<file path="src/gyr_pkg.sv">
`default_nettype none

package gyr_pkg;

  // Number formats.
  localparam int unsigned FRAC_BITS = 16;
  localparam int unsigned DATA_W    = 32;
  localparam int unsigned TIME_W    = 48;
  localparam int unsigned GAIN_W    = 24;
  localparam int unsigned DT_W      = TIME_W + 1;
  localparam int unsigned ERR_W     = DATA_W + 2;
  localparam int unsigned CFG_IDX_W = 2;

  // Digit-serial multiplier geometry.
  localparam int unsigned MUL_W  = DT_W + 1;
  localparam int unsigned DIG_W  = 16;
  localparam int unsigned N_DIG  = (MUL_W + DIG_W - 1) / DIG_W;
  localparam int unsigned MCNT_W = $clog2(N_DIG);
  localparam int unsigned ACC_W  = MUL_W + 1;
  localparam int unsigned LOW_W  = N_DIG * DIG_W;
  localparam int unsigned PROD_W = ACC_W + LOW_W;

  // Restoring divider geometry.
  localparam int unsigned QUO_W  = 2 * DATA_W;
  localparam int unsigned DCNT_W = $clog2(QUO_W);

  // Constants rounded to nearest from 32 fraction bits.
  localparam logic [63:0] PI_RAW =
    (64'h3243F6A88 + (64'd1 << (31 - FRAC_BITS))) >> (32 - FRAC_BITS);
  localparam logic [63:0] TWO_PI_RAW =
    (64'h6487ED511 + (64'd1 << (31 - FRAC_BITS))) >> (32 - FRAC_BITS);
  localparam logic [63:0] NOISE_RAW =
    (64'h1999999A + (64'd1 << (31 - FRAC_BITS))) >> (32 - FRAC_BITS);
  localparam logic [63:0] NOISE15_RAW =
    (64'h26666666 + (64'd1 << (31 - FRAC_BITS))) >> (32 - FRAC_BITS);

  localparam logic signed [ERR_W-1:0] PI_Q     = ERR_W'(PI_RAW);
  localparam logic signed [ERR_W-1:0] TWO_PI_Q = ERR_W'(TWO_PI_RAW);
  localparam logic [DATA_W-1:0]       NOISE_Q   = DATA_W'(NOISE_RAW);
  localparam logic [DATA_W-1:0]       NOISE15_Q = DATA_W'(NOISE15_RAW);

  // Register reset values.
  localparam logic [GAIN_W-1:0] ANGLE_P_RST = GAIN_W'(1) << FRAC_BITS;
  localparam logic [GAIN_W-1:0] ANGLE_I_RST = '0;
  localparam logic [GAIN_W-1:0] RATE_P_RST  = GAIN_W'(1) << FRAC_BITS;
  localparam logic [GAIN_W-1:0] LOCK_RST    = GAIN_W'(1) << (FRAC_BITS - 1);

  typedef enum logic [CFG_IDX_W-1:0] {
    CFG_ANGLE_P = 2'd0,
    CFG_ANGLE_I = 2'd1,
    CFG_RATE_P  = 2'd2,
    CFG_LOCK    = 2'd3
  } cfg_idx_e;

  typedef struct packed {
    logic [TIME_W-1:0]        time_stamp;
    logic signed [DATA_W-1:0] velocity_ref;
    logic signed [DATA_W-1:0] rate_ref;
    logic signed [DATA_W-1:0] rate_meas;
    logic signed [DATA_W-1:0] angle_meas;
  } in_item_t;

  typedef struct packed {
    logic signed [DATA_W-1:0] rate_command;
    logic                     held;
  } out_item_t;

  typedef enum logic [2:0] {
    S_IDLE,
    S_DECIDE,
    S_MSTART,
    S_MWAIT,
    S_DWAIT,
    S_COMMIT
  } state_e;

  // Multiply steps: operand pair and destination of the result.
  typedef enum logic [2:0] {
    OP_INTEG,
    OP_APDT,
    OP_TE,
    OP_AIDT,
    OP_THI,
    OP_RPDT,
    OP_TERR,
    OP_SCALE
  } op_e;

  // How an item finishes.
  typedef enum logic [2:0] {
    K_FIRST,
    K_STOP,
    K_LATCH,
    K_HOLD0,
    K_HOLD1,
    K_CALC_Z,
    K_CALC_N,
    K_DIRECT
  } kind_e;

  typedef struct packed {
    logic  capture;
    op_e   op;
    logic  mul_start;
    logic  mul_wr;
    logic  commit;
    kind_e kind;
  } dp_cmd_t;

  typedef struct packed {
    logic first;
    logic ref_zero;
    logic vel_zero;
    logic straight;
    logic meas_same;
    logic run;
    logic need_scale;
    logic mul_done;
    logic div_done;
  } dp_stat_t;

  // Saturating signed add.
  function automatic logic signed [DATA_W-1:0] sat_add(
    input logic signed [DATA_W-1:0] a,
    input logic signed [DATA_W-1:0] b
  );
    logic [DATA_W:0] s;
    s = {a[DATA_W-1], a} + {b[DATA_W-1], b};
    if (s[DATA_W] != s[DATA_W-1]) begin
      return s[DATA_W] ? {1'b1, {(DATA_W-1){1'b0}}} : {1'b0, {(DATA_W-1){1'b1}}};
    end
    return s[DATA_W-1:0];
  endfunction

  // Apply a sign to a magnitude, saturating to the data range.
  function automatic logic signed [DATA_W-1:0] mag_sat(
    input logic              neg,
    input logic [PROD_W-1:0] m
  );
    logic [PROD_W-1:0] lim;
    logic [DATA_W-1:0] r;
    lim = neg ? (PROD_W'(1) << (DATA_W - 1))
              : ((PROD_W'(1) << (DATA_W - 1)) - PROD_W'(1));
    r = (m > lim) ? lim[DATA_W-1:0] : m[DATA_W-1:0];
    return neg ? (~r + DATA_W'(1)) : r;
  endfunction

endpackage

`default_nettype wire

</file>
<file path="src/gyro_yaw_rate_controller.sv">
// Channel | Direction | Handshake              | Beat
// --------+-----------+------------------------+-----------------------------
// in      | input     | in_valid_i/in_ready_o  | gyr_pkg::in_item_t
// out     | output    | out_valid_o/out_ready_i| gyr_pkg::out_item_t
// cfg     | input     | cfg_we_i (no wait)     | cfg_index_i, cfg_data_i
//
// One item is in work at a time. Multiplies run in the digit-serial unit;
// a beat with no arithmetic due goes straight to commit, the rate loop and
// the heading loop each run a chain of multiplies, and a rescaled command
// adds a multiply followed by the 64-step divider.
// Reset is asynchronous and active low; the block takes beats right after.
// A result waits in the output register; the next beat is accepted
// meanwhile and finishes once that register has been read.
`default_nettype none

module gyro_yaw_rate_controller (
  input  wire logic                          clk_i,
  input  wire logic                          rst_ni,
  input  wire logic                          in_valid_i,
  output logic                               in_ready_o,
  input  wire gyr_pkg::in_item_t             in_data_i,
  output logic                               out_valid_o,
  input  wire logic                          out_ready_i,
  output gyr_pkg::out_item_t                 out_data_o,
  input  wire logic                          cfg_we_i,
  input  wire logic [gyr_pkg::CFG_IDX_W-1:0] cfg_index_i,
  input  wire logic [gyr_pkg::GAIN_W-1:0]    cfg_data_i
);

  gyr_pkg::dp_cmd_t  cmd;
  gyr_pkg::dp_stat_t stat;

  // Sequencer.
  gyr_ctrl u_ctrl (
    .clk_i       (clk_i),
    .rst_ni      (rst_ni),
    .in_valid_i  (in_valid_i),
    .in_ready_o  (in_ready_o),
    .out_valid_o (out_valid_o),
    .out_ready_i (out_ready_i),
    .stat_i      (stat),
    .cmd_o       (cmd)
  );

  // Arithmetic and state.
  gyr_dp u_dp (
    .clk_i       (clk_i),
    .rst_ni      (rst_ni),
    .cmd_i       (cmd),
    .stat_o      (stat),
    .in_data_i   (in_data_i),
    .out_data_o  (out_data_o),
    .cfg_we_i    (cfg_we_i),
    .cfg_index_i (cfg_index_i),
    .cfg_data_i  (cfg_data_i)
  );

endmodule

`default_nettype wire

</file>
<file path="src/gyr_mul.sv">
`default_nettype none

// Digit-serial signed multiplier: one DIG_W-bit digit of b per cycle.
module gyr_mul (
  input  wire logic                            clk_i,
  input  wire logic                            rst_ni,
  input  wire logic                            start_i,
  input  wire logic signed [gyr_pkg::MUL_W-1:0] a_i,
  input  wire logic signed [gyr_pkg::MUL_W-1:0] b_i,
  output logic                                 done_o,
  output logic                                 neg_o,
  output logic [gyr_pkg::PROD_W-1:0]           prod_o
);

  localparam int unsigned SUM_W = gyr_pkg::MUL_W + gyr_pkg::DIG_W + 1;

  logic [gyr_pkg::MUL_W-1:0]  a_q;
  logic [gyr_pkg::LOW_W-1:0]  b_q;
  logic [gyr_pkg::ACC_W-1:0]  acc_q;
  logic [gyr_pkg::LOW_W-1:0]  low_q;
  logic                       neg_q;
  logic [gyr_pkg::MCNT_W-1:0] cnt_q;
  logic                       busy_q;
  logic                       done_q;

  logic [gyr_pkg::MUL_W-1:0]               a_mag;
  logic [gyr_pkg::MUL_W-1:0]               b_mag;
  logic [gyr_pkg::MUL_W+gyr_pkg::DIG_W-1:0] pp;
  logic [SUM_W-1:0]                        sum;

  assign a_mag = a_i[gyr_pkg::MUL_W-1] ? (~a_i + gyr_pkg::MUL_W'(1)) : a_i;
  assign b_mag = b_i[gyr_pkg::MUL_W-1] ? (~b_i + gyr_pkg::MUL_W'(1)) : b_i;

  // One partial product and accumulate per cycle.
  assign pp  = {{gyr_pkg::DIG_W{1'b0}}, a_q} *
               {{gyr_pkg::MUL_W{1'b0}}, b_q[gyr_pkg::DIG_W-1:0]};
  assign sum = SUM_W'(acc_q) + SUM_W'(pp);

  // Sequencing.
  always_ff @(posedge clk_i or negedge rst_ni) begin
    if (!rst_ni) begin
      busy_q <= 1'b0;
      done_q <= 1'b0;
      cnt_q  <= '0;
    end else begin
      done_q <= 1'b0;
      if (start_i) begin
        busy_q <= 1'b1;
        cnt_q  <= gyr_pkg::MCNT_W'(gyr_pkg::N_DIG - 1);
      end else if (busy_q) begin
        cnt_q <= cnt_q - gyr_pkg::MCNT_W'(1);
        if (cnt_q == '0) begin
          busy_q <= 1'b0;
          done_q <= 1'b1;
        end
      end
    end
  end

  // Operand and product registers.
  always_ff @(posedge clk_i) begin
    if (start_i) begin
      a_q   <= a_mag;
      b_q   <= gyr_pkg::LOW_W'(b_mag);
      acc_q <= '0;
      low_q <= '0;
      neg_q <= a_i[gyr_pkg::MUL_W-1] ^ b_i[gyr_pkg::MUL_W-1];
    end else if (busy_q) begin
      acc_q <= sum[SUM_W-1:gyr_pkg::DIG_W];
      low_q <= {sum[gyr_pkg::DIG_W-1:0], low_q[gyr_pkg::LOW_W-1:gyr_pkg::DIG_W]};
      b_q   <= b_q >> gyr_pkg::DIG_W;
    end
  end

  assign done_o = done_q;
  assign neg_o  = neg_q;
  assign prod_o = {acc_q, low_q};

endmodule

`default_nettype wire

</file>
<file path="src/gyr_div.sv">
`default_nettype none

// Restoring unsigned divider, one quotient bit per cycle.
module gyr_div (
  input  wire logic                        clk_i,
  input  wire logic                        rst_ni,
  input  wire logic                        start_i,
  input  wire logic [gyr_pkg::QUO_W-1:0]   dividend_i,
  input  wire logic [gyr_pkg::DATA_W-1:0]  divisor_i,
  output logic                             done_o,
  output logic [gyr_pkg::QUO_W-1:0]        quo_o
);

  logic [gyr_pkg::QUO_W-1:0]  dvd_q;
  logic [gyr_pkg::DATA_W-1:0] d_q;
  logic [gyr_pkg::DATA_W-1:0] rem_q;
  logic [gyr_pkg::DCNT_W-1:0] cnt_q;
  logic                       busy_q;
  logic                       done_q;

  logic [gyr_pkg::DATA_W:0] rem_sh;
  logic [gyr_pkg::DATA_W:0] rem_sub;
  logic                     ge;

  assign rem_sh  = {rem_q, dvd_q[gyr_pkg::QUO_W-1]};
  assign rem_sub = rem_sh - {1'b0, d_q};
  assign ge      = rem_sh >= {1'b0, d_q};

  // Sequencing.
  always_ff @(posedge clk_i or negedge rst_ni) begin
    if (!rst_ni) begin
      busy_q <= 1'b0;
      done_q <= 1'b0;
      cnt_q  <= '0;
    end else begin
      done_q <= 1'b0;
      if (start_i) begin
        busy_q <= 1'b1;
        cnt_q  <= gyr_pkg::DCNT_W'(gyr_pkg::QUO_W - 1);
      end else if (busy_q) begin
        cnt_q <= cnt_q - gyr_pkg::DCNT_W'(1);
        if (cnt_q == '0) begin
          busy_q <= 1'b0;
          done_q <= 1'b1;
        end
      end
    end
  end

  // The dividend register shifts out and fills with quotient bits.
  always_ff @(posedge clk_i) begin
    if (start_i) begin
      dvd_q <= dividend_i;
      d_q   <= divisor_i;
      rem_q <= '0;
    end else if (busy_q) begin
      rem_q <= ge ? rem_sub[gyr_pkg::DATA_W-1:0] : rem_sh[gyr_pkg::DATA_W-1:0];
      dvd_q <= {dvd_q[gyr_pkg::QUO_W-2:0], ge};
    end
  end

  assign done_o = done_q;
  assign quo_o  = dvd_q;

endmodule

`default_nettype wire

</file>
<file path="src/gyr_dp.sv">
`default_nettype none

// Datapath: configuration, controller state, operand selection and results.
module gyr_dp (
  input  wire logic                           clk_i,
  input  wire logic                           rst_ni,
  input  wire gyr_pkg::dp_cmd_t               cmd_i,
  output gyr_pkg::dp_stat_t                   stat_o,
  input  wire gyr_pkg::in_item_t              in_data_i,
  output gyr_pkg::out_item_t                  out_data_o,
  input  wire logic                           cfg_we_i,
  input  wire logic [gyr_pkg::CFG_IDX_W-1:0]  cfg_index_i,
  input  wire logic [gyr_pkg::GAIN_W-1:0]     cfg_data_i
);

  localparam int unsigned DW = gyr_pkg::DATA_W;
  localparam int unsigned MW = gyr_pkg::MUL_W;

  // Configuration and persistent state.
  logic [gyr_pkg::GAIN_W-1:0] angle_p_q, angle_i_q, rate_p_q, lock_q;
  logic                       first_q, straight_q;
  logic signed [DW-1:0]       heading_q, integ_q, last_ref_q, last_meas_q, last_cmd_q;
  logic [gyr_pkg::TIME_W-1:0] last_time_q, jump_q;

  // Item and working registers.
  gyr_pkg::in_item_t    in_q;
  logic signed [DW-1:0] t_q, u_q, cmd_q;
  gyr_pkg::out_item_t   out_q;

  logic [gyr_pkg::TIME_W-1:0] ts;
  logic signed [DW-1:0]       ref_v, meas_v, ang_v;
  logic [DW-1:0]              mr, mp;
  logic [DW+1:0]              mr2, mr3, mp2, mp3;
  logic                       p_nz, same, flip, p_big, r_big15, ratio_jump;
  logic                       jump_ref, jump_scale, at_jump, run;
  logic [gyr_pkg::TIME_W-1:0] jt_new;
  logic [gyr_pkg::DT_W-1:0]   since_jump, dt;
  logic signed [gyr_pkg::ERR_W-1:0] e_raw, e_w1, e_v;
  logic [DW:0]                err_v;
  logic signed [DW-1:0]       direct_cmd, new_cmd, q_mul, q_div;
  logic                       is_hold, scale_neg;

  logic signed [MW-1:0]       op_a, op_b;
  logic                       mul_done, mul_neg, div_start, div_done;
  logic [gyr_pkg::PROD_W-1:0] mul_prod;
  logic [gyr_pkg::QUO_W-1:0]  quo;

  assign ts     = in_q.time_stamp;
  assign ref_v  = in_q.rate_ref;
  assign meas_v = in_q.rate_meas;
  assign ang_v  = in_q.angle_meas;

  // Jump detection on the rate reference.
  assign mr  = ref_v[DW-1] ? (~ref_v + DW'(1)) : ref_v;
  assign mp  = last_ref_q[DW-1] ? (~last_ref_q + DW'(1)) : last_ref_q;
  assign mr2 = {1'b0, mr, 1'b0};
  assign mp2 = {1'b0, mp, 1'b0};
  assign mr3 = {2'b00, mr} + {1'b0, mr, 1'b0};
  assign mp3 = {2'b00, mp} + {1'b0, mp, 1'b0};

  assign p_nz       = last_ref_q != '0;
  assign same       = p_nz && (ref_v[DW-1] == last_ref_q[DW-1]);
  assign flip       = p_nz && !same;
  assign p_big      = mp >= gyr_pkg::NOISE_Q;
  assign r_big15    = mr >= gyr_pkg::NOISE15_Q;
  assign ratio_jump = (mr2 > mp3) || (mp2 > mr3);
  assign jump_ref   = flip || (!p_big && r_big15);
  assign jump_scale = p_big && same && ratio_jump;
  assign jt_new     = (jump_ref || jump_scale) ? ts : jump_q;
  assign at_jump    = ts == jt_new;

  // Lock period check, signed time difference.
  assign since_jump = {1'b0, ts} - {1'b0, jt_new};
  assign run = $signed(since_jump) >=
               $signed({{(gyr_pkg::DT_W - gyr_pkg::GAIN_W){1'b0}}, lock_q});
  assign direct_cmd = (at_jump && jump_ref) ? ref_v : last_cmd_q;

  assign dt = {1'b0, ts} - {1'b0, last_time_q};

  // Heading error wrapped once into plus or minus pi.
  assign e_raw = {{2{heading_q[DW-1]}}, heading_q} - {{2{ang_v[DW-1]}}, ang_v};
  assign e_w1  = (e_raw > gyr_pkg::PI_Q) ? (e_raw - gyr_pkg::TWO_PI_Q) : e_raw;
  assign e_v   = (e_w1 < -gyr_pkg::PI_Q) ? (e_w1 + gyr_pkg::TWO_PI_Q) : e_w1;
  assign err_v = {ref_v[DW-1], ref_v} - {meas_v[DW-1], meas_v};

  // Status toward the controller.
  always_comb begin
    stat_o.first      = first_q;
    stat_o.ref_zero   = ref_v == '0;
    stat_o.vel_zero   = in_q.velocity_ref == '0;
    stat_o.straight   = straight_q;
    stat_o.meas_same  = meas_v == last_meas_q;
    stat_o.run        = run;
    stat_o.need_scale = !run && (at_jump ? jump_scale : (p_big && (ref_v != last_ref_q)));
    stat_o.mul_done   = mul_done;
    stat_o.div_done   = div_done;
  end

  // Multiplier operand selection.
  always_comb begin
    unique case (cmd_i.op)
      gyr_pkg::OP_INTEG: begin
        op_a = {{(MW - gyr_pkg::ERR_W){e_v[gyr_pkg::ERR_W-1]}}, e_v};
        op_b = {dt[gyr_pkg::DT_W-1], dt};
      end
      gyr_pkg::OP_APDT: begin
        op_a = {{(MW - gyr_pkg::GAIN_W){1'b0}}, angle_p_q};
        op_b = {dt[gyr_pkg::DT_W-1], dt};
      end
      gyr_pkg::OP_TE: begin
        op_a = {{(MW - DW){t_q[DW-1]}}, t_q};
        op_b = {{(MW - gyr_pkg::ERR_W){e_v[gyr_pkg::ERR_W-1]}}, e_v};
      end
      gyr_pkg::OP_AIDT: begin
        op_a = {{(MW - gyr_pkg::GAIN_W){1'b0}}, angle_i_q};
        op_b = {dt[gyr_pkg::DT_W-1], dt};
      end
      gyr_pkg::OP_THI: begin
        op_a = {{(MW - DW){t_q[DW-1]}}, t_q};
        op_b = {{(MW - DW){integ_q[DW-1]}}, integ_q};
      end
      gyr_pkg::OP_RPDT: begin
        op_a = {{(MW - gyr_pkg::GAIN_W){1'b0}}, rate_p_q};
        op_b = {dt[gyr_pkg::DT_W-1], dt};
      end
      gyr_pkg::OP_TERR: begin
        op_a = {{(MW - DW){t_q[DW-1]}}, t_q};
        op_b = {{(MW - DW - 1){err_v[DW]}}, err_v};
      end
      gyr_pkg::OP_SCALE: begin
        op_a = {{(MW - DW){last_cmd_q[DW-1]}}, last_cmd_q};
        op_b = {{(MW - DW){ref_v[DW-1]}}, ref_v};
      end
      default: begin
        op_a = '0;
        op_b = '0;
      end
    endcase
  end

  gyr_mul u_mul (
    .clk_i   (clk_i),
    .rst_ni  (rst_ni),
    .start_i (cmd_i.mul_start),
    .a_i     (op_a),
    .b_i     (op_b),
    .done_o  (mul_done),
    .neg_o   (mul_neg),
    .prod_o  (mul_prod)
  );

  // The divider takes the raw product of last command and reference.
  assign div_start = cmd_i.mul_wr && (cmd_i.op == gyr_pkg::OP_SCALE);

  gyr_div u_div (
    .clk_i      (clk_i),
    .rst_ni     (rst_ni),
    .start_i    (div_start),
    .dividend_i (mul_prod[gyr_pkg::QUO_W-1:0]),
    .divisor_i  (mp),
    .done_o     (div_done),
    .quo_o      (quo)
  );

  assign q_mul     = gyr_pkg::mag_sat(mul_neg, mul_prod >> gyr_pkg::FRAC_BITS);
  assign scale_neg = ref_v[DW-1] ^ last_cmd_q[DW-1] ^ last_ref_q[DW-1];
  assign q_div     = p_nz ? gyr_pkg::mag_sat(scale_neg, gyr_pkg::PROD_W'(quo)) : last_cmd_q;

  // Command value of the finishing item.
  assign is_hold = (cmd_i.kind == gyr_pkg::K_HOLD0) || (cmd_i.kind == gyr_pkg::K_HOLD1);
  always_comb begin
    unique case (cmd_i.kind)
      gyr_pkg::K_FIRST:  new_cmd = ref_v;
      gyr_pkg::K_STOP:   new_cmd = '0;
      gyr_pkg::K_LATCH:  new_cmd = '0;
      gyr_pkg::K_CALC_Z: new_cmd = cmd_q;
      gyr_pkg::K_CALC_N: new_cmd = cmd_q;
      gyr_pkg::K_DIRECT: new_cmd = direct_cmd;
      gyr_pkg::K_HOLD0:  new_cmd = last_cmd_q;
      gyr_pkg::K_HOLD1:  new_cmd = last_cmd_q;
      default:           new_cmd = last_cmd_q;
    endcase
  end

  // Configuration and controller state.
  always_ff @(posedge clk_i or negedge rst_ni) begin
    if (!rst_ni) begin
      angle_p_q   <= gyr_pkg::ANGLE_P_RST;
      angle_i_q   <= gyr_pkg::ANGLE_I_RST;
      rate_p_q    <= gyr_pkg::RATE_P_RST;
      lock_q      <= gyr_pkg::LOCK_RST;
      first_q     <= 1'b1;
      straight_q  <= 1'b0;
      heading_q   <= '0;
      integ_q     <= '0;
      last_ref_q  <= '0;
      last_meas_q <= '0;
      last_cmd_q  <= '0;
      last_time_q <= '0;
      jump_q      <= '0;
    end else begin
      if (cfg_we_i) begin
        unique case (gyr_pkg::cfg_idx_e'(cfg_index_i))
          gyr_pkg::CFG_ANGLE_P: angle_p_q <= cfg_data_i;
          gyr_pkg::CFG_ANGLE_I: angle_i_q <= cfg_data_i;
          gyr_pkg::CFG_RATE_P:  rate_p_q  <= cfg_data_i;
          gyr_pkg::CFG_LOCK:    lock_q    <= cfg_data_i;
          default: ;
        endcase
      end
      if (cmd_i.mul_wr && (cmd_i.op == gyr_pkg::OP_INTEG)) begin
        integ_q <= gyr_pkg::sat_add(integ_q, q_mul);
      end
      if (cmd_i.commit) begin
        if (!is_hold) begin
          last_ref_q  <= ref_v;
          last_meas_q <= meas_v;
          last_cmd_q  <= new_cmd;
          last_time_q <= ts;
        end
        unique case (cmd_i.kind)
          gyr_pkg::K_FIRST: begin
            first_q <= 1'b0;
            jump_q  <= '0;
          end
          gyr_pkg::K_STOP: straight_q <= 1'b0;
          gyr_pkg::K_LATCH: begin
            straight_q <= 1'b1;
            heading_q  <= ang_v;
            integ_q    <= '0;
          end
          gyr_pkg::K_HOLD1: jump_q <= jt_new;
          gyr_pkg::K_CALC_N, gyr_pkg::K_DIRECT: begin
            jump_q     <= jt_new;
            straight_q <= 1'b0;
          end
          default: ;
        endcase
      end
    end
  end

  // Item capture, intermediate products and the output register.
  always_ff @(posedge clk_i) begin
    if (cmd_i.capture) begin
      in_q <= in_data_i;
    end
    if (cmd_i.mul_wr) begin
      unique case (cmd_i.op)
        gyr_pkg::OP_APDT, gyr_pkg::OP_AIDT, gyr_pkg::OP_RPDT: t_q <= q_mul;
        gyr_pkg::OP_TE:   u_q   <= q_mul;
        gyr_pkg::OP_THI:  cmd_q <= gyr_pkg::sat_add(u_q, q_mul);
        gyr_pkg::OP_TERR: cmd_q <= gyr_pkg::sat_add(last_cmd_q, q_mul);
        default: ;
      endcase
    end
    if (div_done) begin
      cmd_q <= q_div;
    end
    if (cmd_i.commit) begin
      out_q.rate_command <= new_cmd;
      out_q.held         <= is_hold;
    end
  end

  assign out_data_o = out_q;

endmodule

`default_nettype wire

</file>
<file path="src/gyr_ctrl.sv">
`default_nettype none

// Controller: sequences decision, multiply steps, division and result hand-off.
module gyr_ctrl (
  input  wire logic              clk_i,
  input  wire logic              rst_ni,
  input  wire logic              in_valid_i,
  output logic                   in_ready_o,
  output logic                   out_valid_o,
  input  wire logic              out_ready_i,
  input  wire gyr_pkg::dp_stat_t stat_i,
  output gyr_pkg::dp_cmd_t       cmd_o
);

  gyr_pkg::state_e state_q, state_d;
  gyr_pkg::op_e    op_q, op_d;
  gyr_pkg::kind_e  kind_q, kind_d;
  logic            out_valid_q, out_valid_d;

  always_ff @(posedge clk_i or negedge rst_ni) begin
    if (!rst_ni) begin
      state_q     <= gyr_pkg::S_IDLE;
      op_q        <= gyr_pkg::OP_INTEG;
      kind_q      <= gyr_pkg::K_FIRST;
      out_valid_q <= 1'b0;
    end else begin
      state_q     <= state_d;
      op_q        <= op_d;
      kind_q      <= kind_d;
      out_valid_q <= out_valid_d;
    end
  end

  // Next state and datapath commands.
  always_comb begin
    state_d         = state_q;
    op_d            = op_q;
    kind_d          = kind_q;
    out_valid_d     = out_valid_q && !out_ready_i;
    cmd_o.capture   = 1'b0;
    cmd_o.op        = op_q;
    cmd_o.mul_start = 1'b0;
    cmd_o.mul_wr    = 1'b0;
    cmd_o.commit    = 1'b0;
    cmd_o.kind      = kind_q;

    unique case (state_q)
      gyr_pkg::S_IDLE: begin
        if (in_valid_i) begin
          cmd_o.capture = 1'b1;
          state_d       = gyr_pkg::S_DECIDE;
        end
      end
      gyr_pkg::S_DECIDE: begin
        state_d = gyr_pkg::S_COMMIT;
        priority if (stat_i.first) begin
          kind_d = gyr_pkg::K_FIRST;
        end else if (stat_i.ref_zero && stat_i.vel_zero) begin
          kind_d = gyr_pkg::K_STOP;
        end else if (stat_i.ref_zero && !stat_i.straight) begin
          kind_d = gyr_pkg::K_LATCH;
        end else if (stat_i.ref_zero && stat_i.meas_same) begin
          kind_d = gyr_pkg::K_HOLD0;
        end else if (stat_i.ref_zero) begin
          kind_d  = gyr_pkg::K_CALC_Z;
          op_d    = gyr_pkg::OP_INTEG;
          state_d = gyr_pkg::S_MSTART;
        end else if (stat_i.run && stat_i.meas_same) begin
          kind_d = gyr_pkg::K_HOLD1;
        end else if (stat_i.run) begin
          kind_d  = gyr_pkg::K_CALC_N;
          op_d    = gyr_pkg::OP_RPDT;
          state_d = gyr_pkg::S_MSTART;
        end else if (stat_i.need_scale) begin
          kind_d  = gyr_pkg::K_CALC_N;
          op_d    = gyr_pkg::OP_SCALE;
          state_d = gyr_pkg::S_MSTART;
        end else begin
          kind_d = gyr_pkg::K_DIRECT;
        end
      end
      gyr_pkg::S_MSTART: begin
        cmd_o.mul_start = 1'b1;
        state_d         = gyr_pkg::S_MWAIT;
      end
      gyr_pkg::S_MWAIT: begin
        if (stat_i.mul_done) begin
          cmd_o.mul_wr = 1'b1;
          unique case (op_q)
            gyr_pkg::OP_INTEG: begin
              op_d    = gyr_pkg::OP_APDT;
              state_d = gyr_pkg::S_MSTART;
            end
            gyr_pkg::OP_APDT: begin
              op_d    = gyr_pkg::OP_TE;
              state_d = gyr_pkg::S_MSTART;
            end
            gyr_pkg::OP_TE: begin
              op_d    = gyr_pkg::OP_AIDT;
              state_d = gyr_pkg::S_MSTART;
            end
            gyr_pkg::OP_AIDT: begin
              op_d    = gyr_pkg::OP_THI;
              state_d = gyr_pkg::S_MSTART;
            end
            gyr_pkg::OP_RPDT: begin
              op_d    = gyr_pkg::OP_TERR;
              state_d = gyr_pkg::S_MSTART;
            end
            gyr_pkg::OP_SCALE: state_d = gyr_pkg::S_DWAIT;
            gyr_pkg::OP_THI, gyr_pkg::OP_TERR: state_d = gyr_pkg::S_COMMIT;
            default: state_d = gyr_pkg::S_COMMIT;
          endcase
        end
      end
      gyr_pkg::S_DWAIT: begin
        if (stat_i.div_done) begin
          state_d = gyr_pkg::S_COMMIT;
        end
      end
      gyr_pkg::S_COMMIT: begin
        // Wait for the output register to be free.
        if (!out_valid_q || out_ready_i) begin
          cmd_o.commit = 1'b1;
          out_valid_d  = 1'b1;
          state_d      = gyr_pkg::S_IDLE;
        end
      end
      default: state_d = gyr_pkg::S_IDLE;
    endcase
  end

  assign in_ready_o  = state_q == gyr_pkg::S_IDLE;
  assign out_valid_o = out_valid_q;

endmodule

`default_nettype wire

</file>
<file path="config.mk">
export PLATFORM = sky130hd
export DESIGN_NAME = gyro_yaw_rate_controller
export DESIGN_NICKNAME = d
export VERILOG_FILES = /design/src/gyr_pkg.sv /design/src/gyro_yaw_rate_controller.sv /design/src/gyr_mul.sv /design/src/gyr_div.sv /design/src/gyr_dp.sv /design/src/gyr_ctrl.sv
export SDC_FILE = /design/constraint.sdc
export NUM_CORES = 2
export LEC_CHECK = 0
export ABC_CLOCK_PERIOD_IN_PS = 11500
export BUFFER_PORTS_ARGS = -buffer_cell sky130_fd_sc_hd__buf_4
export CAP_MARGIN = 20
export CORE_AREA = 2 2 585 587
export CTS_BUF_LIST = sky130_fd_sc_hd__clkbuf_2 sky130_fd_sc_hd__clkbuf_4 sky130_fd_sc_hd__clkbuf_8
export DETAILED_ROUTE_END_ITERATION = 8
export DIE_AREA = 0 0 587 589
export HOLD_SLACK_MARGIN = 0.08
export PLACE_DENSITY_LB_ADDON = 0.2
export SYNTH_ARGS = -nofsm -noshare
export SYNTH_HDL_FRONTEND = slang
export SYNTH_SLANG_ARGS = --single-unit
</file>
<file path="constraint.sdc">
create_clock -name clk_i -period 11.5 [get_ports clk_i]
set_input_delay 2.3 -clock clk_i [delete_from_list [all_inputs] [get_ports clk_i]]
set_output_delay 2.3 -clock clk_i [all_outputs]
set_load 0.01 [all_outputs]
</file>
# --- Yosys cells after proc, flatten, opt, wreduce, memory -nomap -nowiden ---
# Cells that the tools add are included.
word_totals:
  inputBits: 207
  latchBits: 0
  ff_bits: 1025
  ramBits: 0
  rom_bits: 0
  n_memories: 0
op_classes:
  shifts: 0
  bitwise: 10
  eq_ne: 40
  div_mod_pow: 0
  mul: 1
  n_mux: 107
  reduce_logical: 66
  n_lt_le_gt_ge: 10
  add_sub_neg: 21
op_table:
  columns: ["operator", "count"]
  rows:
  - ["two-way mux 32 bit", 25]
  - ["case mux 50 bit (6 select lines)", 1]
  - ["case mux 50 bit (5 select lines)", 1]
  - ["case mux 32 bit (5 select lines)", 1]
  - ["two-way mux 50 bit", 3]
  - ["two-way mux 64 bit", 2]
  - ["NOT 32 bit", 4]
  - ["greater-than comparator 64 x 115 -> 1 bit", 1]
  - ["greater-than comparator 99 x 115 -> 1 bit", 1]
  - ["adder 50 x 2 -> 50 bit, second input constant", 2]
  - ["NOT 50 bit", 2]
  - ["adder 32 x 32 -> 33 bit", 3]
  - ["subtractor 48 x 48 -> 49 bit", 2]
  - ["case mux 48 bit (2 select lines)", 1]
  - ["two-way mux 3 bit", 27]
  - ["adder 32 x 33 -> 34 bit", 2]
  - ["greater-than comparator 33 x 34 -> 1 bit", 2]
  - ["two-way mux 34 bit", 2]
  - ["adder 51 x 66 -> 67 bit", 1]
  - ["multiplier 50 x 16 -> 66 bit", 1]
  - ["subtractor 32 x 32 -> 33 bit", 2]
  - ["adder 32 x 1 -> 32 bit, second input constant", 2]
  - ["adder 32 x 2 -> 32 bit, second input constant", 2]
  - ["logical NOT 32 bit", 2]
  - ["other kinds (55)", 163]

# --- Longest topological paths before layout ---
logic_depth:
  depth_word: 22
  depth_mapped: 75
  mapped_depth_nobuf: 71

# --- Modules after synthesis ---
# From an unflattened synthesis, not the netlist that was laid out.
unflattened:
  hier_cells: 11092
  area_unflattened_um2: 99987.1
modules_own_cells:
  columns: ["mod", "instances", "area_per_inst_um2", "cells_each"]
  rows:
  - ["gyr_dp", 1, 55743.5, 6295]
  - ["gyr_mul", 1, 36179.7, 4045]
  - ["gyr_div", 1, 7335.8, 667]
  - ["gyr_ctrl", 1, 728.2, 85]

# --- Worst setup path before layout ---
# Ideal clock, no wire load.
synth_timing:
  kind: "reg-to-reg"
  startpoint: "reg u_dp.in_q, in the netlist u_dp.ref_v[31]"
  endpoint: "reg u_ctrl.op_q[1]"
  n_path_buf: 6
  path_stages_with_launch: 68
  synth_period_minus_slack_ns: 12.514
  t_arrival_ns: 12.393
  setup_slack_ns: -1.014
  path_cell_list: "edfxtp_1 -> clkbuf_1 -> clkbuf_1 -> clkbuf_1 -> nand2b_1 -> xnor2_1 -> ha_1 -> a21o_1 -> a21o_1 -> a21oi_1 -> maj3_1 -> o21bai_1 -> a21oi_1 -> nor2b_1 -> nor2_1 -> o21bai_1 -> a21oi_1 -> o311ai_0 -> [... 32 more ...] -> a21oi_1 -> xnor2_1 -> ha_1 -> nand4_1 -> or4_1 -> nor3_1 -> a2111oi_0 -> nand4_1 -> nor4_1 -> nand4b_1 -> nor4_1 -> nand4_1 -> o21bai_1 -> o21ai_0 -> or2_2 -> o21ai_0 -> nand2_1 -> a22o_1"
synth_via:
  elab_chain_len: 19
synth_lines:
  columns: ["element", "line", "source"]
  rows:
  - ["start: declaration", "gyr_dp.sv:26", "gyr_pkg::in_item_t in_q;"]
  - ["start signal: assignment", "gyr_dp.sv:246", "in_q <= in_data_i;"]
  - ["NOT 32 bit", "gyr_dp.sv:54", "assign mr = ref_v[DW-1] ? (~ref_v + DW'(1)) : ref_v;"]
  - ["adder 32 x 2 -> 32 bit", "gyr_dp.sv:54", null]
  - ["two-way mux 32 bit", "gyr_dp.sv:54", null]
  - ["adder 32 x 33 -> 34 bit", "gyr_dp.sv:58", "assign mr3 = {2'b00, mr} + {1'b0, mr, 1'b0};"]
  - ["greater-than comparator 33 x 34 -> 1 bit", "gyr_dp.sv:66", "assign ratio_jump = (mr2 > mp3) || (mp2 > mr3);"]
  - ["logical OR 1 bit", "gyr_dp.sv:66", null]
  - ["logical AND 1 bit", "gyr_dp.sv:68", "assign jump_scale = p_big && same && ratio_jump;"]
  - ["logical OR 1 bit", "gyr_dp.sv:69", "assign jt_new = (jump_ref || jump_scale) ? ts : jump_q;"]
  - ["[... 3 more ...]", null, null]
  - ["two-way mux 3 bit", "gyr_ctrl.sv:70", "end else if (stat_i.run) begin"]
  - ["two-way mux 3 bit", "gyr_ctrl.sv:68", "end else if (stat_i.run && stat_i.meas_same) begin"]
  - ["two-way mux 3 bit", "gyr_ctrl.sv:64", "end else if (stat_i.ref_zero) begin"]
  - ["two-way mux 3 bit", "gyr_ctrl.sv:62", "end else if (stat_i.ref_zero && stat_i.meas_same) begin"]
  - ["two-way mux 3 bit", "gyr_ctrl.sv:60", "end else if (stat_i.ref_zero && !stat_i.straight) begin"]
  - ["two-way mux 3 bit", "gyr_ctrl.sv:58", "end else if (stat_i.ref_zero && stat_i.vel_zero) begin"]
  - ["two-way mux 3 bit", "gyr_ctrl.sv:56", "priority if (stat_i.first) begin"]
  - ["case mux 3 bit (2 select lines)", "gyr_ctrl.sv:47", "unique case (state_q)"]
  - ["end signal: assignment", "gyr_ctrl.sv:23", "op_q <= gyr_pkg::OP_INTEG;"]
  - ["end signal: assignment", "gyr_ctrl.sv:28", "op_q <= op_d;"]
  - ["end: declaration", "gyr_ctrl.sv:16", "gyr_pkg::op_e op_q, op_d;"]
# Several ways; a longest one is shown, not always the timed one. The select of a mux whose other input is x is not followed.
# A chain may end at the register's enable or synchronous reset.

# --- Final worst setup path ---
layout_timing:
  startpoint: "reg u_dp.last_ref_q[1]"
  endpoint: "reg u_ctrl.state_q[0]"
layout_via:
  elab_chain_len: 22
layout_lines:
  columns: ["element", "line", "source"]
  rows:
  - ["start: declaration", "gyr_dp.sv:22", "logic signed [DW-1:0] heading_q, integ_q, last_ref_q, last_meas_q, last_cmd_q;"]
  - ["start signal: assignment", "gyr_dp.sv:216", "last_ref_q <= ref_v;"]
  - ["NOT 32 bit *", "gyr_dp.sv:55", "assign mp = last_ref_q[DW-1] ? (~last_ref_q + DW'(1)) : last_ref_q;"]
  - ["adder 32 x 2 -> 32 bit *", "gyr_dp.sv:55", null]
  - ["two-way mux 32 bit *", "gyr_dp.sv:55", null]
  - ["named net u_dp.mp[3]", "gyr_dp.sv:32", "logic [DW-1:0] mr, mp;"]
  - ["adder 32 x 33 -> 34 bit / >= comparator 32 x 13 -> 1 bit (equally long branches)", "gyr_dp.sv:59, gyr_dp.sv:64", null]
  - ["greater-than comparator 33 x 34 -> 1 bit / logical NOT 1 bit (equally long branches)", "gyr_dp.sv:66, gyr_dp.sv:67", null]
  - ["logical OR 1 bit / logical AND 1 bit (equally long branches)", "gyr_dp.sv:66, gyr_dp.sv:67", null]
  - ["logical AND 1 bit / logical OR 1 bit (equally long branches)", "gyr_dp.sv:68, gyr_dp.sv:67", null]
  - ["[... 7 more ...]", null, null]
  - ["two-way mux 3 bit", "gyr_ctrl.sv:70", null]
  - ["two-way mux 3 bit *", "gyr_ctrl.sv:68", null]
  - ["two-way mux 3 bit *", "gyr_ctrl.sv:64", null]
  - ["two-way mux 3 bit *", "gyr_ctrl.sv:62", null]
  - ["two-way mux 3 bit *", "gyr_ctrl.sv:60", null]
  - ["two-way mux 3 bit *", "gyr_ctrl.sv:58", null]
  - ["two-way mux 3 bit *", "gyr_ctrl.sv:56", null]
  - ["case mux 3 bit (6 select lines) *", "gyr_ctrl.sv:47", null]
  - ["end signal: assignment", "gyr_ctrl.sv:22", "state_q <= gyr_pkg::S_IDLE;"]
  - ["end signal: assignment", "gyr_ctrl.sv:27", "state_q <= state_d;"]
  - ["end: declaration", "gyr_ctrl.sv:15", "gyr_pkg::state_e state_q, state_d;"]
# Mark *: on every way through the listed nets, which the timed path passes. The rest lies on a longest branch.

==> metrics.cfg <==
[place]
dpl.hpwl_mm=290
dp_cells=15900
place_ws_ns=-1.51
placed_area_mm2=0.110
gp_congestion=0.968
port_buffers=241

[logic_synthesis]
synthMuxAreaShare=0.0519
netlist_area_mm2=0.0981
synthXorXnorAreaFrac=0.0523
synth_edf_count=502
synthSimpleGateAreaFrac=0.161
synth_area_per_cell_um2=9.00
ys_warn_count=0
synthFlopType=edfxtp_1
synth_compound_area_frac=0.153
synth_area_leaders=edfxtp_1, fa_1, dfrtp_1
synth_top_family_by_area=adder cells
synth_top_area_share=0.154
ys_types=123
synthCells=10900
yosys.area_share.adder=0.236
ys_seq_area_frac=0.279
async_flop_share=0.367
synth-seq-cells=1025
synth_area_leader_cell=edfxtp_1

[outcome]
violations=setup timing
status=finished, violations left

[die]
num_io_pins=242
die_h_um=589
die_w_um=587
initial_core_util=0.290
dieArea_mm2=0.346
num_rows=214
core_area_mm2=0.339

[drt]
drt_iter0_drc=6946
ant_nets=0
wire_per_inst_um=22.8
viasPerCell=5.15
vias=84100
dr.pass1.iters=5
routed_wirelength_mm=373
drc=0

[timing]
max_freq_mhz=83.9
slew_headroom=0.211
fin_ws_ns=-0.417
skew_ns=0.114
setup_tns_ns=-1.73
fin_crit_sh=1.04
worst_pin_slew_ns=1.18
maxSlewViolCount=0
rsz0062_at_grt=true
finalHoldViolations=0
setup_violations=8
fin_crit_ns=11.92

[worst_setup_path]
crit_required_ns=12.40
endpoint_kind=flop
crit_slowest_cell=dfrtp_1
path_max_fanout=7
worst_path_most_repeated_cell=nand4_1
cpPeakStageDelay_ns=0.41
path_class=reg2reg
start_kind=flop
worstPathArrival_ns=12.82

[global_routing]
grt_pass1_wl_mm=552
grt_use_met3=0.0268
use_met2=0.340
gr-max-usage-layer=met2
grtUsageTotal=0.210
grt-ovfl-total=0
grt_use_met1=0.287
grt_max_degree=147
grt_pass1_vias=84400
antenna_found_initial=25

[cts]
cts_max_level=4
cts_root_buf=clkbuf_8
cts_buffers=200
clk_path_buf_depth=4
clk_latency_ns=1.03
clock-sinks=1025
cts_tree=yes
path_clk_slew_ns=0.06
hold_buffers=0

[finish]
layout_commonest_cell=nand2_1
fillers=35100
drive_gt1_frac=0.168
fin_cells=16300
syn_to_final_growth_pct=17.5
fin_area_mm2=0.115
layout_common_cells=nand2_1, inv_1, buf_4
fin_util=0.340
nets=13200

[power]
ir_worst_vdd_v=0.0000828
p_per_area_mw_per_mm2=72.4
p_leak_nw=50.7

[run]
cap_violations=0

[worst_hold_path]
hp-class=reg2reg

area by class of cell:
cell class	instances	area (um2)	area share
clock inverter	65	709	0.00615
antenna	7	17.5	0.000152
sequential	1025	27400	0.238
timing repair buffer	1006	7780	0.0675
inverter	1161	4360	0.0378
tap	4536	5680	0.0492
clock buffer	300	3700	0.0321
multi-input combinational	8215	65600	0.569
logic make-up after synthesis:
kind of cell               Yosys count
AOI/OAI and AO/OA                 2380
xor gates and xnor gates           584
adders and majority gates         1417
buffers and inverters             1681
DFF                               1025
muxes                              450
other                                1
and+or+nand+nor                   3366
worst max-delay path, delay by kind of cell (launching register included):
family | cells | cell delay [ns]
buffers and inverters | 11 | 1.55
AND/OR/NAND/NOR | 22 | 3.16
adder cells (fa/ha/maj) | 5 | 1.30
multiplexers | 1 | 0.27
flip-flops | 1 | 0.41
AO/OA/AOI/OAI | 27 | 4.75
XOR/XNOR | 3 | 0.41
layer usage:
metal | vias to the layer above | wire, um
met1 | 42000 | 167000
met5 | - | 27
met4 | 4 | 14500
met3 | 545 | 20300
met2 | 2575 | 171000
li1 | 39000 | -
what timing repair did:
item / in CTS / in global routing
gates resized for setup: 75 / 146
cloned: 0 / 1
pin swaps: 67 / 136
setup buffers: 12 / 24
setup endpoints to repair: 8 / 57
registers in the layout, indices dropped and copies added (netlist names), 33 cells and up:
register / flops
u_dp.u_mul.acc_q: 51
u_dp.u_div.quo_o: 64
u_dp.u_mul.a_q: 50
u_dp.last_time_q: 48
u_dp.u_mul.low_q: 64
u_dp.out_data_o: 33
u_dp.u_mul.b_q: 50
u_dp.ts: 48
u_dp.jump_q: 48
per-stage QoR:
stage / total power [W] / hold slack (ns)
2_1_floorplan: 0.00410 / 0.439
3_3_place_gp: 0.00427 / 0.462
3_5_place_dp: 0.00428 / 0.470
4_1_cts: 0.00849 / 0.483
5_1_grt: 0.00867 / 0.499
6_report: 0.00835 / 0.481
synth_stat cells (25+ instances only):
cell and n:
nand2_1 1382, inv_1 1157, fa_1 732, a21oi_1 728, ha_1 679, nor2_1 661, o21ai_0 590, edfxtp_1 502
clkbuf_1 457, xnor2_1 394, dfrtp_1 372, and2_1 256, mux2_2 231, mux2i_1 192, xor2_1 188, nand3_1 187
nor3_1 178, a21o_1 151, dfxtp_1 147, nand4_1 105, nor4_1 86, o21a_1 86, or3_1 84, a211oi_1 81
a31oi_1 79, nor2b_1 78, and3_1 76, o211ai_1 76, nand2b_1 74, o31ai_1 69, or2_2 63, o21bai_1 58
a31o_2 47, a21boi_0 41, buf_1 37, a211o_1 30, o221ai_1 29, o22ai_1 29, o311ai_0 27, a221oi_1 25
path summary, 6_finish.rpt:
| check | end | cells past startpoint | start | slack (ns) |
|---|---|---|---|---|
| worst max-delay path | u_ctrl.state_q[0]$_DFFE_PN0P_ | 69 | u_dp.last_ref_q[1]$_DFFE_PN0P_ | -0.42 |
| worst max register to register | u_ctrl.state_q[0]$_DFFE_PN0P_ | 69 | u_dp.last_ref_q[1]$_DFFE_PN0P_ | -0.42 |
| max in group asynchronous | u_dp.last_cmd_q[24]$_DFFE_PN0P_ | 3 | rst_ni | 8.20 |
| worst min-delay path | u_dp.jump_q[33]$_DFFE_PN0P_ | 2 | u_dp.jump_q[33]$_DFFE_PN0P_ | 0.48 |
| worst min register to register | u_dp.jump_q[33]$_DFFE_PN0P_ | 2 | u_dp.jump_q[33]$_DFFE_PN0P_ | 0.48 |
| min in group asynchronous | u_dp.jump_q[16]$_DFFE_PN0P_ | 1 | rst_ni | 1.38 |
power breakdown:
| group | leakage, nW | internal [W] | switching [W] |
|---|---|---|---|
| logic | 38.3 | 0.000143 | 0.000135 |
| clock network | 2.34 | 0.00237 | 0.00177 |
| registers | 9.98 | 0.00389 | 0.0000334 |
| total | 50.7 | 0.00641 | 0.00194 |
No activity file was read; power rests on OpenSTA's default activity.
